<file path="src/sv/dbdl_pkg.sv">
package dbdl_pkg;

	localparam int unsigned TIME_W  = 32;
	localparam int unsigned DELAY_W = 16;
	localparam int unsigned LABEL_W = 16;

	localparam int unsigned IN_DATA_W  = 40;
	localparam int unsigned OUT_DATA_W = 24;

	localparam logic [DELAY_W-1:0] DEBOUNCE_RESET = 16'd50;
	localparam logic signed [LABEL_W-1:0] LABEL_RESET = 16'sd1;
	localparam logic signed [LABEL_W-1:0] LABEL_MAX   = 16'sh7fff;
	localparam logic signed [LABEL_W-1:0] LABEL_MIN   = 16'sh8000;

	// debounced levels of both buttons after one sample
	typedef struct packed {
		logic a;
		logic b;
	} deb_t;

endpackage

</file>
<file path="src/sv/dbdl_filter.sv">
module dbdl_filter
	import dbdl_pkg::*;
(
	input  logic               clk,
	input  logic               arst_n,
	input  logic               upd,
	input  logic               raw,
	input  logic [TIME_W-1:0]  now,
	input  logic [DELAY_W-1:0] delay,
	output logic               stable_nxt
);

	logic              last_q;
	logic              stable_q;
	logic [TIME_W-1:0] chg_time_q;
	logic [TIME_W-1:0] chg_time;
	logic [TIME_W-1:0] elapsed;

	// a raw change restarts the hold time on this very sample
	assign chg_time   = (raw != last_q) ? now : chg_time_q;
	assign elapsed    = now - chg_time;
	assign stable_nxt = (elapsed > {{(TIME_W-DELAY_W){1'b0}}, delay}) ? raw : stable_q;

	always_ff @(posedge clk or negedge arst_n) begin
		if (!arst_n) begin
			last_q     <= 1'b0;
			stable_q   <= 1'b0;
			chg_time_q <= '0;
		end else if (upd) begin
			last_q     <= raw;
			stable_q   <= stable_nxt;
			chg_time_q <= chg_time;
		end
	end

endmodule

</file>
<file path="src/sv/dbdl_label.sv">
module dbdl_label
	import dbdl_pkg::*;
(
	input  logic                      clk,
	input  logic                      arst_n,
	input  logic                      upd,
	input  deb_t                      deb,
	output logic                      chord,
	output logic signed [LABEL_W-1:0] label_nxt,
	output logic signed [LABEL_W-1:0] label_cur
);

	logic                      prior_a_q;
	logic                      prior_b_q;
	logic                      prior_chord_q;
	logic signed [LABEL_W-1:0] label_q;
	logic                      both;
	logic                      new_a;
	logic                      new_b;

	assign both      = deb.a && deb.b;
	assign chord     = both && !prior_chord_q;
	assign new_a     = deb.a && !prior_a_q;
	assign new_b     = deb.b && !prior_b_q;
	assign label_cur = label_q;

	// label only moves on a lone press, saturating at both ends
	always_comb begin
		label_nxt = label_q;
		if (!both) begin
			if (new_a && !deb.b) begin
				if (label_q != LABEL_MAX)
					label_nxt = label_q + 16'sd1;
			end else if (new_b && !deb.a) begin
				if (label_q != LABEL_MIN)
					label_nxt = label_q - 16'sd1;
			end
		end
	end

	always_ff @(posedge clk or negedge arst_n) begin
		if (!arst_n) begin
			prior_a_q     <= 1'b0;
			prior_b_q     <= 1'b0;
			prior_chord_q <= 1'b0;
			label_q       <= LABEL_RESET;
		end else if (upd) begin
			// press history frozen while chorded
			if (!both) begin
				prior_a_q <= deb.a;
				prior_b_q <= deb.b;
			end
			prior_chord_q <= both;
			label_q       <= label_nxt;
		end
	end

endmodule

</file>
<file path="src/sv/dual_button_debounce_label_counter.sv">
// channel   | dir | handshake                    | payload
// s_axis    | in  | s_axis_tvalid/s_axis_tready  | tdata: raw_pressed_a, raw_pressed_b, now_ms
// m_axis    | out | m_axis_tvalid/m_axis_tready  | tdata: stable_a, stable_b, chord_event,
//           |     |                              |        label_value
// cfg       | in  | cfg_we                       | cfg_wdata: debounce_ms
//
// one request per clock while m_axis is not stalled; each request passes from s_axis to m_axis
// through the input register, then filter and label update into the result register
// reset clears both stages, debounce state, label to 1 and debounce_ms to 50
// a stalled m_axis holds both stages; s_axis_tready drops only while the result waits
module dual_button_debounce_label_counter
	import dbdl_pkg::*;
(
	input  logic                  clk,
	input  logic                  arst_n,
	input  logic                  s_axis_tvalid,
	output logic                  s_axis_tready,
	// [0] raw_pressed_a, [1] raw_pressed_b, [33:2] now_ms, [39:34] zero
	input  logic [IN_DATA_W-1:0]  s_axis_tdata,
	output logic                  m_axis_tvalid,
	input  logic                  m_axis_tready,
	// [0] stable_a, [1] stable_b, [2] chord_event, [18:3] label_value, [23:19] zero
	output logic [OUT_DATA_W-1:0] m_axis_tdata,
	input  logic                  cfg_we,
	input  logic [DELAY_W-1:0]    cfg_wdata
);

	logic [DELAY_W-1:0]        debounce_q;
	logic                      valid_s1;
	logic                      raw_a_s1;
	logic                      raw_b_s1;
	logic [TIME_W-1:0]         now_s1;
	logic                      valid_s2;
	logic [OUT_DATA_W-1:0]     data_s2;
	logic                      adv;
	logic                      upd;
	deb_t                      deb;
	logic                      chord;
	logic signed [LABEL_W-1:0] label_nxt;
	logic signed [LABEL_W-1:0] label_cur;

	assign adv           = !valid_s2 || m_axis_tready;
	assign upd           = valid_s1 && adv;
	assign s_axis_tready = adv;
	assign m_axis_tvalid = valid_s2;
	assign m_axis_tdata  = data_s2;

	always_ff @(posedge clk or negedge arst_n) begin
		if (!arst_n)
			debounce_q <= DEBOUNCE_RESET;
		else if (cfg_we)
			debounce_q <= cfg_wdata;
	end

	always_ff @(posedge clk or negedge arst_n) begin
		if (!arst_n) begin
			valid_s1 <= 1'b0;
			valid_s2 <= 1'b0;
		end else if (adv) begin
			valid_s1 <= s_axis_tvalid;
			valid_s2 <= valid_s1;
		end
	end

	always_ff @(posedge clk) begin
		if (adv && s_axis_tvalid) begin
			raw_a_s1 <= s_axis_tdata[0];
			raw_b_s1 <= s_axis_tdata[1];
			now_s1   <= s_axis_tdata[TIME_W+1:2];
		end
		if (upd)
			data_s2 <= {{(OUT_DATA_W-LABEL_W-3){1'b0}}, label_nxt, chord, deb.b, deb.a};
	end

	dbdl_filter u_filt_a (
		.clk        (clk),
		.arst_n     (arst_n),
		.upd        (upd),
		.raw        (raw_a_s1),
		.now        (now_s1),
		.delay      (debounce_q),
		.stable_nxt (deb.a)
	);

	dbdl_filter u_filt_b (
		.clk        (clk),
		.arst_n     (arst_n),
		.upd        (upd),
		.raw        (raw_b_s1),
		.now        (now_s1),
		.delay      (debounce_q),
		.stable_nxt (deb.b)
	);

	dbdl_label u_label (
		.clk       (clk),
		.arst_n    (arst_n),
		.upd       (upd),
		.deb       (deb),
		.chord     (chord),
		.label_nxt (label_nxt),
		.label_cur (label_cur)
	);

	// a chord result always shows both buttons down
	a_chord_both: assert property (@(posedge clk) disable iff (!arst_n)
		(m_axis_tvalid && m_axis_tdata[2]) |-> (m_axis_tdata[0] && m_axis_tdata[1]))
		else $error("chord without both buttons debounced");

	// label moves by at most one per request
	a_label_step: assert property (@(posedge clk) disable iff (!arst_n)
		upd |-> ((label_nxt == label_cur) || (label_nxt == label_cur + 16'sd1) ||
			(label_nxt == label_cur - 16'sd1)))
		else $error("label stepped by more than one");

	// a chord request never changes the label
	a_chord_label: assert property (@(posedge clk) disable iff (!arst_n)
		(upd && chord) |-> (label_nxt == label_cur))
		else $error("label changed on chord");

	// a waiting result keeps the first stage and the label frozen
	a_stall_hold: assert property (@(posedge clk) disable iff (!arst_n)
		(valid_s2 && !m_axis_tready) |=> ($stable(valid_s1) && $stable(label_cur)))
		else $error("pipeline moved while stalled");

endmodule

</file>
<file path="config.mk">
export PLATFORM = sky130hd
export DESIGN_NAME = dual_button_debounce_label_counter
export DESIGN_NICKNAME = d
export VERILOG_FILES = /design/src/sv/dbdl_pkg.sv /design/src/sv/dbdl_filter.sv /design/src/sv/dbdl_label.sv /design/src/sv/dual_button_debounce_label_counter.sv
export SDC_FILE = /design/constraint.sdc
export NUM_CORES = 1
export LEC_CHECK = 0
export ABC_AREA = 1
export BUFFER_PORTS_ARGS = -buffer_cell sky130_fd_sc_hd__buf_2
export CAP_MARGIN = 20
export CORE_UTILIZATION = 55
export CTS_CLUSTER_SIZE = 14
export DETAILED_ROUTE_END_ITERATION = 16
export PLACE_DENSITY = 0.73
export SYNTH_ARGS = -nofsm -noshare
export SYNTH_HDL_FRONTEND = slang
export SYNTH_HIERARCHICAL = 1
export SYNTH_SLANG_ARGS = --single-unit
</file>
<file path="constraint.sdc">
create_clock -name clk -period 8.8 [get_ports clk]
set_clock_uncertainty 0.2 [all_clocks]
set_input_delay 0.88 -clock clk [delete_from_list [all_inputs] [get_ports clk]]
set_output_delay 0.88 -clock clk [all_outputs]
set_load 0.01 [all_outputs]
</file>
==> results.json <==
{
  "synthCells": 1984,
  "worstReg2RegStart": "raw_a_s1$_DFFE_PP_",
  "hpwl_um": 29420,
  "wirelength_um": 37570,
  "ys_async_sr_fraction_pct": 66.46,
  "yosysWarnings": 6,
  "power.total_w": 0.004553,
  "grt_setup_unrepaired": "no",
  "status": "completed",
  "die_x_um": 158.5,
  "cts_num_sinks": 158,
  "io_buffers": 75,
  "p_leak_nw": 7.757,
  "syn_avg_cell_area_sq_um": 6.789,
  "postCtsSetupBuffers": 0,
  "ctsHoldBuffers": 0,
  "crit_path_end_kind": "flip-flop",
  "ys_types": 47,
  "rows": 56,
  "tns_ns": 0,
  "vias_per_cell": 5.331,
  "maxSlewViolCount": 0,
  "stdcell_count": 2378,
  "required_ns": 8.97,
  "numCtsBuffers": 17,
  "critical_path_arrival_ns": 7.00,
  "setup_viol": 0,
  "clkTransAtPathRegs_ns": 0.08,
  "syn_area_sq_um": 13470,
  "placed_cells": 2343,
  "dr_total_vias": 12680,
  "gr-total-overflow": 0,
  "synth_seq_cells": 158,
  "syn_to_final_growth_pct": 9.103,
  "max_freq_ghz": 0.1464,
  "setup.worst_path.start_class": "flip-flop",
  "firstDrtPassIters": 5,
  "path_common_cell": "nand2_1",
  "critPathKind": "reg2reg",
  "drt_iter0_markers": 961,
  "avgRoutedWirePerCell_um": 15.80,
  "cp_max_fo": 50,
  "synth_ff_type": "dfrtp_1",
  "slowest_stage": "inv_1",
  "min_period_over_period_pct": 77.62,
  "grt_antenna_before_repair": 3,
  "grt_pass1_wl_um": 59960,
  "grt_use_total_pct": 31.25,
  "ctsRootBufferMaster": "clkbuf_16",
  "nets": 2181,
  "period_minus_slack_ns": 6.831,
  "die_height_um": 158.5,
  "peakVddDrop_mv": 0.1499,
  "slew_headroom_pct": 36.24,
  "start_util_pct": 56.71,
  "grt_pass1_vias": 11680,
  "r2r_cells": 41,
  "final_antenna_net_count": 0,
  "hold_viol": 0,
  "ctsResizeCount": 0,
  "dieArea_sq_um": 25120,
  "max-cap-violations": 0,
  "drive_gt1_share_pct": 11.72,
  "core_sq_um": 23750,
  "synth.yosys.seq_area_share_pct": 31.36,
  "clk_latency_ns": 0.44,
  "place_congestion": 0.9826,
  "num_io_pins": 87,
  "htree_levels": 4,
  "cts_tree": "done",
  "worst_slew_pin_slew_ns": 0.9564,
  "cpPeakStageDelay_ns": 0.57,
  "startpoint": "raw_a_s1$_DFFE_PP_",
  "drc_errors": 0,
  "hold_path_class": "in2async",
  "synth_edf_count": 53,
  "clk_path_buf_depth": 2,
  "power.density_nw_per_um2": 309.8,
  "post-route-util_pct": 61.87,
  "grt_max_degree": 70
}
-- worst max-delay path: cells and delay by family, from the launching register on --
kind / cells / cell delay, ns
AOI/OAI and AO/OA: 6 / 0.98
DFF: 1 / 0.40
adders and majority gates: 3 / 0.65
xor gates and xnor gates: 2 / 0.40
and+or+nand+nor: 23 / 2.92
buffers and inverters: 7 / 1.14
-- synthesized netlist by cell type, drive strengths merged (36+ instances only) --
library cell  number  area share (%)
nand2            635              18
nand3            143             6.7
nor3              36             1.6
xor2              43             2.8
a21oi             78             2.9
nor2             153             4.9
mux2i             38             2.8
ha                77             7.2
edfxtp            53              12
o21ai            171             6.5
dfrtp            101              19
inv              337             9.4
-- layer usage --
metal | track usage, % | up-vias | wire, um
li1 | - | 6438 | -
met1 | 42.96 | 5858 | 17750
met2 | 50.38 | 322 | 17110
met3 | 4.355 | 58 | 1910
met4 | 10.53 | 2 | 788
met5 | 0 | - | 12
-- path summary, 6_finish.rpt --
path / slack (ns) / to
min: 0.19 / u_filt_a/last_q$_DFFE_PN0P_
min in group clk: 0.28 / u_filt_a/chg_time_q[0]$_DFFE_PN0P_
max reg2reg: 1.97 / u_label/label_cur[0]$_DFFE_PN1P_
max: 1.97 / u_label/label_cur[0]$_DFFE_PN1P_
max in group asynchronous: 6.86 / u_filt_b/chg_time_q[4]$_DFFE_PN0P_
min reg2reg: 0.28 / u_filt_a/chg_time_q[0]$_DFFE_PN0P_
-- cell families (layout without fill, tap and decap cells) --
| logic type | Yosys count | count (layout) | share of synthesized area [%] |
|---|---|---|---|
| compound gates | 276 | 276 | 10.86 |
| xor+xnor | 45 | 45 | 2.926 |
| fa+ha+maj | 77 | 77 | 7.153 |
| buf+inv | 386 | 454 | 11.44 |
| flops | 158 | 158 | 31.36 |
| mux | 38 | 38 | 2.824 |
| other cells | 1 | 8 | 0.02784 |
| simple gates | 1003 | 1003 | 33.40 |
-- report_power, final --
part	leakage, nW	internal, W	switching (W)
registers	1.81	0.000979	0.000193
logic	5.65	0.000902	0.00171
clock network	0.298	0.000400	0.000374
total	7.76	0.00228	0.00227
-- layout make-up --
type                       instances  area [sq um]
fill                            2232          9057
multi-input combinational       1444          7735
sequential                       158          4224
inverter                         339          1272
clock buffer                      18         450.4
timing repair buffer              83         437.9
tap                              319         399.1
clock inverter                    14         168.9
antenna                            3         7.507
-- sequential cells by signal (all words and copies together) (netlist names), 16 cells and up --
signal               count
now_s1                  32
u_filt_b/chg_time_q     32
u_label/label_cur       16
debounce_q              16
u_filt_a/chg_time_q     32
m_axis_tdata            19
-- through the flow --
step	setup WS [ns]	hold slack (ns)	area, sq um
global placement	2.251	0.2615	14070
detailed placement	2.177	0.2662	14070
finish	1.969	0.1910	14700
CTS	2.122	0.2053	14690
global route	1.506	0.2261	14690
floorplan	3.732	0.2479	13480
-- cells in the final DEF, fill, tap and decap left out, drive strengths merged, types with 18 or more instances in the layout --
master / Yosys / routed
nand4: 23 / 23
nand2: 635 / 635
o21ai: 171 / 171
inv: 337 / 342
nor2: 153 / 153
ha: 77 / 77
nor3: 36 / 36
nand3: 143 / 143
edfxtp: 53 / 53
dfrtp: 101 / 101
mux2i: 38 / 38
buf: 22 / 83
clkbuf: 25 / 18
a21oi: 78 / 78
xor2: 43 / 43
Note: power is estimated with default switching activity, not from simulation.
